## config.mk

```make
export PLATFORM = sky130hd
export DESIGN_NAME = multi_channel_time_debouncer_unit_flat
export DESIGN_NICKNAME = d
export VERILOG_FILES = /design/src/design/mctd_pkg.sv /design/src/design/mctd_if.sv /design/src/design/mctd_rec_store.sv /design/src/design/multi_channel_time_debouncer_unit.sv /design/src/flat_wrapper.sv
export SDC_FILE = /design/constraint.sdc
export NUM_CORES = 2
export LEC_CHECK = 0
export ABC_AREA = 0
export ABC_CLOCK_PERIOD_IN_PS = 19700
export BUFFER_PORTS_ARGS = -buffer_cell sky130_fd_sc_hd__buf_2
export CAP_MARGIN = 10
export CELL_PAD_IN_SITES_DETAIL_PLACEMENT = 2
export CELL_PAD_IN_SITES_GLOBAL_PLACEMENT = 2
export CORE_ASPECT_RATIO = 1.1
export CORE_MARGIN = 4
export CORE_UTILIZATION = 56
export CTS_BUF_LIST = sky130_fd_sc_hd__clkbuf_8
export CTS_CLUSTER_SIZE = 8
export DETAILED_ROUTE_END_ITERATION = 7
export GPL_TIMING_DRIVEN = 1
export PLACE_DENSITY = 0.94
export RECOVER_POWER = 100
export SLEW_MARGIN = 20
export SYNTH_ARGS = -nofsm -noshare
export SYNTH_HDL_FRONTEND = slang
export SYNTH_SLANG_ARGS = --single-unit
```

## constraint.sdc

```tcl
create_clock -name clock -period 19.7 [get_ports clock]
set_input_delay 0.985 -clock clock [delete_from_list [all_inputs] [get_ports clock]]
set_output_delay 0.985 -clock clock [all_outputs]
set_load 0.005 [all_outputs]
```

## src/design/mctd_pkg.sv

```systemverilog
package mctd_pkg;

   localparam int NumSensors     = 64;
   localparam int SensorIdxWidth = 6;
   localparam int TimeWidth      = 32;
   localparam int CountWidth     = 7;
   localparam int DebounceWidth  = 16;
   localparam int MaskWidth      = 64;
   localparam int CsrIdxWidth    = 8;
   localparam int CsrDataWidth   = 64;

   localparam logic [DebounceWidth-1:0] DebounceReset = 16'd10;
   localparam logic [CountWidth-1:0]    CountMax      = CountWidth'(NumSensors);

   // register indexes on the csr channel
   localparam logic [CsrIdxWidth-1:0] CsrDebounceMs   = 8'd0;
   localparam logic [CsrIdxWidth-1:0] CsrInputEnable  = 8'd1;

   // transaction modes
   localparam logic ModeSample = 1'b0;
   localparam logic ModeAck    = 1'b1;

   typedef logic [SensorIdxWidth-1:0] sensor_idx_type;

   // per-sensor record held in the store
   typedef struct packed {
      logic                 raw;
      logic                 stable;
      logic                 pending;
      logic [TimeWidth-1:0] stamp;
   } sensor_rec_type;

   // control between the top level and the record store
   typedef struct packed {
      logic           rd_en;
      sensor_idx_type rd_addr;
      logic           wr_en;
      sensor_idx_type wr_addr;
   } store_ctrl_type;

endpackage

```

## src/design/mctd_if.sv

```systemverilog
interface mctd_req_if;
   logic                                valid;
   logic                                ready;
   logic                                mode;
   logic [mctd_pkg::SensorIdxWidth-1:0] sensor_index;
   logic                                pin_level;
   logic [mctd_pkg::TimeWidth-1:0]      now_ms;

   modport source (output valid, mode, sensor_index, pin_level, now_ms, input ready);
   modport sink   (input valid, mode, sensor_index, pin_level, now_ms, output ready);
endinterface

interface mctd_rsp_if;
   logic                            valid;
   logic                            ready;
   logic                            stable_level;
   logic                            level_accepted;
   logic                            change_pending;
   logic [mctd_pkg::CountWidth-1:0] pending_count;

   modport source (output valid, stable_level, level_accepted, change_pending, pending_count,
                   input ready);
   modport sink   (input valid, stable_level, level_accepted, change_pending, pending_count,
                   output ready);
endinterface

interface mctd_csr_if;
   logic                              valid;
   logic                              ready;
   logic [mctd_pkg::CsrIdxWidth-1:0]  index;
   logic [mctd_pkg::CsrDataWidth-1:0] data;

   modport source (output valid, index, data, input ready);
   modport sink   (input valid, index, data, output ready);
endinterface

```

## src/design/mctd_rec_store.sv

```systemverilog
module mctd_rec_store (
   input  logic                     clock,
   input  logic                     reset,
   input  mctd_pkg::store_ctrl_type ctrl,
   input  mctd_pkg::sensor_rec_type wr_data,
   output mctd_pkg::sensor_rec_type rd_data
);

   mctd_pkg::sensor_rec_type mem [mctd_pkg::NumSensors];

   logic [mctd_pkg::NumSensors-1:0] vld_ff, vld_in;
   mctd_pkg::sensor_rec_type        rd_data_ff;
   mctd_pkg::sensor_rec_type        fwd_data_ff;
   logic                            rd_vld_ff, rd_vld_in;
   logic                            fwd_hit_ff, fwd_hit_in;

   always_comb begin
      vld_in = vld_ff;
      if (ctrl.wr_en) begin
         vld_in[ctrl.wr_addr] = 1'b1;
      end
   end

   // a write landing on the address being read in the same cycle is forwarded
   assign fwd_hit_in = ctrl.rd_en ? (ctrl.wr_en && (ctrl.wr_addr == ctrl.rd_addr)) : fwd_hit_ff;
   assign rd_vld_in  = ctrl.rd_en ? vld_ff[ctrl.rd_addr] : rd_vld_ff;

   always_ff @(posedge clock) begin
      if (ctrl.wr_en) begin
         mem[ctrl.wr_addr] <= wr_data;
      end
      if (ctrl.rd_en) begin
         rd_data_ff  <= mem[ctrl.rd_addr];
         fwd_data_ff <= wr_data;
      end
   end

   always_ff @(posedge clock) begin
      if (reset) begin
         vld_ff     <= '0;
         rd_vld_ff  <= 1'b0;
         fwd_hit_ff <= 1'b0;
      end else begin
         vld_ff     <= vld_in;
         rd_vld_ff  <= rd_vld_in;
         fwd_hit_ff <= fwd_hit_in;
      end
   end

   // entries never written read as the reset record
   assign rd_data = fwd_hit_ff ? fwd_data_ff :
                    (rd_vld_ff ? rd_data_ff : '0);

endmodule

```

## src/design/multi_channel_time_debouncer_unit.sv

```systemverilog
// Channel    | Direction | Carries
// req_chan   | in        | mode, sensor_index, pin_level, now_ms
// rsp_chan   | out       | stable_level, level_accepted, change_pending, pending_count
// csr_chan   | in        | index (0 debounce_ms, 1 input_enable_mask), data
//
// One transaction per cycle sustained while rsp is ready.
// Stage one reads the sensor record from the store; the update and write-back of that
// record and the result register happen on advance, with same-sensor forwarding.
// Synchronous reset: debounce_ms 10, mask 0, all sensor records and pending count zero.
// A stalled rsp holds stage one only when both it and the result register are full.
module multi_channel_time_debouncer_unit (
   input  logic       clock,
   input  logic       reset,
   mctd_req_if.sink   req_chan,
   mctd_rsp_if.source rsp_chan,
   mctd_csr_if.sink   csr_chan
);

   logic [mctd_pkg::DebounceWidth-1:0] debounce_ff, debounce_in;
   logic [mctd_pkg::MaskWidth-1:0]     mask_ff, mask_in;

   logic                               s1_vld_ff, s1_vld_in;
   logic                               s1_mode_ff;
   mctd_pkg::sensor_idx_type           s1_idx_ff;
   logic                               s1_level_ff;
   logic [mctd_pkg::TimeWidth-1:0]     s1_now_ff;

   logic                               out_vld_ff, out_vld_in;
   logic                               out_stable_ff, out_acc_ff, out_pend_ff;
   logic [mctd_pkg::CountWidth-1:0]    out_count_ff;
   logic [mctd_pkg::CountWidth-1:0]    total_ff, total_in;

   logic                               req_take, advance, in_range, enabled, accepted;
   logic [mctd_pkg::TimeWidth-1:0]     elapsed;
   mctd_pkg::store_ctrl_type           store_ctrl;
   mctd_pkg::sensor_rec_type           cur_rec, nxt_rec;

   // configuration
   assign csr_chan.ready = 1'b1;

   always_comb begin
      debounce_in = debounce_ff;
      mask_in     = mask_ff;
      if (csr_chan.valid) begin
         unique case (csr_chan.index)
            mctd_pkg::CsrDebounceMs:  debounce_in = csr_chan.data[mctd_pkg::DebounceWidth-1:0];
            mctd_pkg::CsrInputEnable: mask_in     = csr_chan.data[mctd_pkg::MaskWidth-1:0];
            default: ;
         endcase
      end
   end

   // handshakes
   assign advance        = s1_vld_ff && (!out_vld_ff || rsp_chan.ready);
   assign req_chan.ready = !s1_vld_ff || advance;
   assign req_take       = req_chan.valid && req_chan.ready;
   assign s1_vld_in      = req_take || (s1_vld_ff && !advance);
   assign out_vld_in     = advance || (out_vld_ff && !rsp_chan.ready);

   // record update
   assign in_range = {1'b0, s1_idx_ff} < (mctd_pkg::SensorIdxWidth+1)'(mctd_pkg::NumSensors);
   assign enabled  = mask_ff[s1_idx_ff];
   assign elapsed  = s1_now_ff - cur_rec.stamp;

   always_comb begin
      nxt_rec  = cur_rec;
      total_in = total_ff;
      accepted = 1'b0;
      if (s1_mode_ff == mctd_pkg::ModeAck) begin
         if (cur_rec.pending) begin
            nxt_rec.pending = 1'b0;
            if (total_ff != '0) begin
               total_in = total_ff - 1'b1;
            end
         end
      end else if (enabled) begin
         if (s1_level_ff != cur_rec.raw) begin
            nxt_rec.raw   = s1_level_ff;
            nxt_rec.stamp = s1_now_ff;
         end else if (elapsed > {{(mctd_pkg::TimeWidth-mctd_pkg::DebounceWidth){1'b0}},
                                 debounce_ff}) begin
            if (s1_level_ff != cur_rec.stable) begin
               nxt_rec.stable = s1_level_ff;
               nxt_rec.stamp  = s1_now_ff;
               accepted       = 1'b1;
               if (!cur_rec.pending) begin
                  nxt_rec.pending = 1'b1;
                  if (total_ff < mctd_pkg::CountMax) begin
                     total_in = total_ff + 1'b1;
                  end
               end
            end
         end
      end
      if (!in_range) begin
         nxt_rec  = '0;
         total_in = total_ff;
         accepted = 1'b0;
      end
   end

   assign store_ctrl.rd_en   = req_take;
   assign store_ctrl.rd_addr = req_chan.sensor_index;
   assign store_ctrl.wr_en   = advance && in_range;
   assign store_ctrl.wr_addr = s1_idx_ff;

   mctd_rec_store u_store (
      .clock   (clock),
      .reset   (reset),
      .ctrl    (store_ctrl),
      .wr_data (nxt_rec),
      .rd_data (cur_rec)
   );

   // payload registers
   always_ff @(posedge clock) begin
      if (req_take) begin
         s1_mode_ff  <= req_chan.mode;
         s1_idx_ff   <= req_chan.sensor_index;
         s1_level_ff <= req_chan.pin_level;
         s1_now_ff   <= req_chan.now_ms;
      end
      if (advance) begin
         out_stable_ff <= nxt_rec.stable;
         out_acc_ff    <= accepted;
         out_pend_ff   <= nxt_rec.pending;
         out_count_ff  <= total_in;
      end
   end

   // control registers
   always_ff @(posedge clock) begin
      if (reset) begin
         debounce_ff <= mctd_pkg::DebounceReset;
         mask_ff     <= '0;
         s1_vld_ff   <= 1'b0;
         out_vld_ff  <= 1'b0;
         total_ff    <= '0;
      end else begin
         debounce_ff <= debounce_in;
         mask_ff     <= mask_in;
         s1_vld_ff   <= s1_vld_in;
         out_vld_ff  <= out_vld_in;
         if (advance) begin
            total_ff <= total_in;
         end
      end
   end

   assign rsp_chan.valid          = out_vld_ff;
   assign rsp_chan.stable_level   = out_stable_ff;
   assign rsp_chan.level_accepted = out_acc_ff;
   assign rsp_chan.change_pending = out_pend_ff;
   assign rsp_chan.pending_count  = out_count_ff;

endmodule

```

## src/flat_wrapper.sv

```systemverilog
// flat-port wrapper written by rule: the top's interface ports become plain ports
module multi_channel_time_debouncer_unit_flat 
  (clock, reset, req_chan_valid, req_chan_mode, req_chan_sensor_index, req_chan_pin_level, req_chan_now_ms, req_chan_ready, rsp_chan_valid, rsp_chan_stable_level, rsp_chan_level_accepted, rsp_chan_change_pending, rsp_chan_pending_count, rsp_chan_ready, csr_chan_valid, csr_chan_index, csr_chan_data, csr_chan_ready);
  mctd_req_if req_chan_i ();
  mctd_rsp_if rsp_chan_i ();
  mctd_csr_if csr_chan_i ();
  input  logic clock;
  input  logic reset;
  input wire logic [$bits(req_chan_i.valid)-1:0] req_chan_valid;
  input wire logic [$bits(req_chan_i.mode)-1:0] req_chan_mode;
  input wire logic [$bits(req_chan_i.sensor_index)-1:0] req_chan_sensor_index;
  input wire logic [$bits(req_chan_i.pin_level)-1:0] req_chan_pin_level;
  input wire logic [$bits(req_chan_i.now_ms)-1:0] req_chan_now_ms;
  output wire logic [$bits(req_chan_i.ready)-1:0] req_chan_ready;
  output wire logic [$bits(rsp_chan_i.valid)-1:0] rsp_chan_valid;
  output wire logic [$bits(rsp_chan_i.stable_level)-1:0] rsp_chan_stable_level;
  output wire logic [$bits(rsp_chan_i.level_accepted)-1:0] rsp_chan_level_accepted;
  output wire logic [$bits(rsp_chan_i.change_pending)-1:0] rsp_chan_change_pending;
  output wire logic [$bits(rsp_chan_i.pending_count)-1:0] rsp_chan_pending_count;
  input wire logic [$bits(rsp_chan_i.ready)-1:0] rsp_chan_ready;
  input wire logic [$bits(csr_chan_i.valid)-1:0] csr_chan_valid;
  input wire logic [$bits(csr_chan_i.index)-1:0] csr_chan_index;
  input wire logic [$bits(csr_chan_i.data)-1:0] csr_chan_data;
  output wire logic [$bits(csr_chan_i.ready)-1:0] csr_chan_ready;
  assign req_chan_i.valid = req_chan_valid;
  assign req_chan_i.mode = req_chan_mode;
  assign req_chan_i.sensor_index = req_chan_sensor_index;
  assign req_chan_i.pin_level = req_chan_pin_level;
  assign req_chan_i.now_ms = req_chan_now_ms;
  assign req_chan_ready = req_chan_i.ready;
  assign rsp_chan_valid = rsp_chan_i.valid;
  assign rsp_chan_stable_level = rsp_chan_i.stable_level;
  assign rsp_chan_level_accepted = rsp_chan_i.level_accepted;
  assign rsp_chan_change_pending = rsp_chan_i.change_pending;
  assign rsp_chan_pending_count = rsp_chan_i.pending_count;
  assign rsp_chan_i.ready = rsp_chan_ready;
  assign csr_chan_i.valid = csr_chan_valid;
  assign csr_chan_i.index = csr_chan_index;
  assign csr_chan_i.data = csr_chan_data;
  assign csr_chan_ready = csr_chan_i.ready;
  multi_channel_time_debouncer_unit u_core (.clock(clock), .reset(reset), .req_chan(req_chan_i), .rsp_chan(rsp_chan_i), .csr_chan(csr_chan_i));
endmodule
```

==> results of run 1 <==
metrics by stage:
step	hold WS, ns	cells
floorplan	0.432	4742
global placement	0.439	7109
cell families after synthesis:
family / count (synthesis) / synth area share
other: 1 / 0.0000378
AO/OA/AOI/OAI: 311 / 0.0207
multiplexers: 828 / 0.180
XOR/XNOR: 37 / 0.00327
flip-flops: 2515 / 0.746
AND/OR/NAND/NOR: 675 / 0.0314
adder cells (fa/ha/maj): 48 / 0.00587
buffers and inverters: 327 / 0.0130
==> out/results.txt, run 1 <==
Seq cells post-synth: 2515
Yosys top cell by area: edfxtp_1
Async SR Flop Fraction: 0
Synthesized area: 99100 um2
Largest cells by area after synthesis: edfxtp_1, mux4_2, dfxtp_1, nor2_1, nand2_1
Port buffer count: 128
Yosys top cell area share: 0.715
Failing step: detailed placement
Syn_nets: 4899
Synth warnings: 0
Num rows: 161
GPL Wtd Cong: 0.918
Mean post-synth cell area: 20.9 um2
Most frequent cell after synthesis: edfxtp_1
EDFF count, synth: 2360
Initial Utilization: 0.565
Num ports: 130
Post-DP HPWL: 316000 um
Sequential area share after synthesis: 0.746
Synth top cells by count: edfxtp_1, mux4_2, nor2_1
Stop err: [ERROR DPL-0033] detailed placement checks failed during check placement.
Netlist cell types: 87
Cells after Synth: 4742
DIE WIDTH: 409 um
Top FF cell, synth: edfxtp_1
Status: aborted with a tool error
Die height: 449 um
==> run 2, diff against run 1 <==
- CELL_PAD_IN_SITES_DETAIL_PLACEMENT: 2 -> default
- CELL_PAD_IN_SITES_GLOBAL_PLACEMENT: 2 -> default
- CORE_ASPECT_RATIO: 1.1 -> default
- CORE_UTILIZATION: 56 -> 40
- CTS_BUF_LIST: sky130_fd_sc_hd__clkbuf_8 -> default
- CTS_CLUSTER_SIZE: 8 -> default
- PLACE_DENSITY: 0.94 -> default
- PLACE_DENSITY_LB_ADDON: default -> 0.15
==> out/results.txt, run 2 <==
Status: finished, violations left
Violated checks: capacitance limit, slew limit
Cts repair resizes: 0
Async SR Flop Fraction: 0
Cells on Worst Hold Path: 1
Number of flip-flops in the largest register: 2240
Final net count: 5191
GPL Wtd Cong: 0.879
Num ports: 130
Die height: 506 um
CP startpoint kind: primary input
EDFF count, synth: 2360
FF-to-FF setup slack: 6.17 ns
Worst Skew: 0.0537 ns
Top FF cell, synth: edfxtp_1
Largest family of logic cells by synthesized area: multiplexers
CTS clk-pin slew, worst paths: 0.07 ns
Max VDD drop: 0.0000970 V
Yosys top cell area share: 0.715
Min Tclk post-route: 13.94 ns
Total number of vias: 51.2k
Final Util: 0.457
Largest cells by area after synthesis: edfxtp_1, mux4_2, dfxtp_1, nor2_1, nand2_1
Synth top cells by count: edfxtp_1, mux4_2, nor2_1
WS Path Type: in2reg
Layout cells sized above 1: 0.252
Synth Area in Adders: 0.00587
Power density cells: 100 nW/um2
Setup_tns: 0 ns
Commonest non-fill, non-tap cell in the layout: edfxtp_1
Reg-to-Reg End: u_core.u_store.mem[53][28]
Final Instance Area: 112000 um2
Most frequent cells in the layout: edfxtp_1, mux4_2, clkbuf_16, nor2_1, nand2_1
Total track usage: 0.233
CP Data Arrival Time: 14.56 ns
Cells after Synth: 4742
Synth Area in Simple Gates: 0.0314
Mean post-synth cell area: 20.9 um2
Pin count of the biggest net entering global routing: 106
Core Area: 246000 um2
Per-cell routed wire length: 35.3 um
Crit. End Element: flop
Max Cap Viol: 148
Initial antenna violation count: 17
# hold bufs at CTS: 0
CTS Buf Count: 276
Most frequent cell after synthesis: edfxtp_1
Yosys top cell by area: edfxtp_1
Max Transition Viols Final: 3826
Startpoint of the worst-slack reg-to-reg timing path: u_core.u_store.fwd_hit_ff
Area of the multi-input gates: 24300 um2
DIE WIDTH: 506 um
Clock Sinks: 2515
Sequential area share after synthesis: 0.746
Hold WC Path Type: in2reg
First-pass GRT wire length: 415000 um
Seq cells post-synth: 2515
Worst-margin pin slew: 6.82 ns
Fmax: 0.0717 GHz
Final hold violations: 0
Rel. slew slack: -3.55
Gr ovfl total: 0
H-tree Lvls: 5
Die area: 256000 um2
Placed Area: 105000 um2
Synth Area in Compound Gates: 0.0207
Num rows: 182
Synth warnings: 0
Worst Hold Path EP: u_core.s1_now_ff[13]
Register area: 74000 um2
Root Driver: clkbuf_16
Antenna-violating nets left: 0
Hold Startpoint: req_chan_now_ms[13]
Longest Clk Path Bufs: 4
Critical Path Fanout Max: 68
Biggest regs: u_core.u_store.mem (2240), u_core.mask_ff (64), u_core.u_store.vld_ff (64)
Total iterations of the first detailed-routing run: 6
Syn_nets: 4899
Final setup viols: 0
Fill cell count: 20.7k
Routed vias/inst: 6.00
DRC: 0
RSZ-0062 raised after global routing: no
Post-synthesis mux area share: 0.180
Initial DRC count: 6770
CTS tree: done
Later-pin clock latency in the skew report: 0.94 ns
Synthesis-to-layout area growth: 13.4%
P_leak: 34.1 nW
Critical Path RT: 20.32 ns
Biggest register: u_core.u_store.mem
Setup Buffers After CTS: 0
Initial Utilization: 0.403
Port buffer count: 128
Netlist cell types: 87
Final period util: 0.708
R2R depth: 26
Synthesized area: 99100 um2
Post-DP HPWL: 163000 um
Final WL: 301000 um
XOR/XNOR Fraction of Synth Area: 0.00327
Vias in the first global route: 49.9k
==> run 2: cell counts after synthesis <==
Identical to the previous run, type by type.
==> run 2: through the flow <==
stage	hold WS [ns]	total power [W]	setup slack, ns	std cells
3_3_place_gp	0.439	0.00647	10.94	8064
6_report	0.242	0.0113	5.76	8533
5_1_grt	0.200	0.0116	5.23	8529
4_1_cts	0.172	0.0114	10.97	8525
3_5_place_dp	0.445	0.00647	11.00	8067
2_1_floorplan	0.432	0.00628	11.54	4742
==> run 2: per-layer routing <==
layer | routed length [um] | share of wire | track usage
met4 | 9840 | 0.033 | 0.0690
met2 | 140000 | 0.47 | 0.363
met5 | 60 | 0.00020 | 0
met3 | 24500 | 0.081 | 0.0436
met1 | 127000 | 0.42 | 0.336
==> run 2: how the worst max path moves through the flow <==
| stage | from | end | slack, ns | cells after the start |
|---|---|---|---|---|
| 3_3_place_gp | u_core.u_store.fwd_hit_ff | u_core.u_store.mem[46][21] | 10.94 | 28 |
| 5_1_grt | u_core.u_store.fwd_hit_ff | u_core.u_store.mem[12][28] | 5.23 | 26 |
| 3_5_place_dp | u_core.u_store.fwd_hit_ff | u_core.u_store.mem[47][21] | 11.00 | 28 |
| 2_1_floorplan | u_core.u_store.fwd_hit_ff | u_core.u_store.fwd_data_ff[11] | 11.54 | 33 |
| 4_1_cts | u_core.u_store.fwd_hit_ff | u_core.u_store.mem[36][21] | 10.97 | 28 |
| 6_report | req_chan_sensor_index[1] | u_core.u_store.rd_data_ff[9] | 5.76 | 7 |
==> run 2: area by class of cell <==
class | instances | area share
antenna | 7 | 0.000156
clock buffer | 334 | 0.0649
clock inverter | 124 | 0.00975
inverter | 66 | 0.00221
multi-input combinational | 1900 | 0.216
sequential | 2515 | 0.658
tap | 3312 | 0.0369
timing repair buffer | 275 | 0.0126
==> run 2: power breakdown <==
part	leakage, nW	total [W]	switching [W]	internal, W
Clock	4.09	0.00491	0.00204	0.00287
Combinational	7.95	0.000510	0.000285	0.000224
Sequential	22.0	0.00585	0.0000214	0.00583
==> run 2: cells by family after synthesis <==
family,count (synthesis)
adders and majority gates,48
other,1
and+or+nand+nor,675
AOI/OAI and AO/OA,311
muxes,828
xor gates and xnor gates,37
DFF,2515
buffers and inverters,327
==> run 2: critical path: stages <==
cell      delay (ns)
clkbuf_1        3.37
clkbuf_1        2.52
clkbuf_1        2.62
clkbuf_1        3.13
mux4_2          0.58
mux4_2          0.56
mux4_2          0.54
Note: power is estimated with default switching activity, not from simulation.
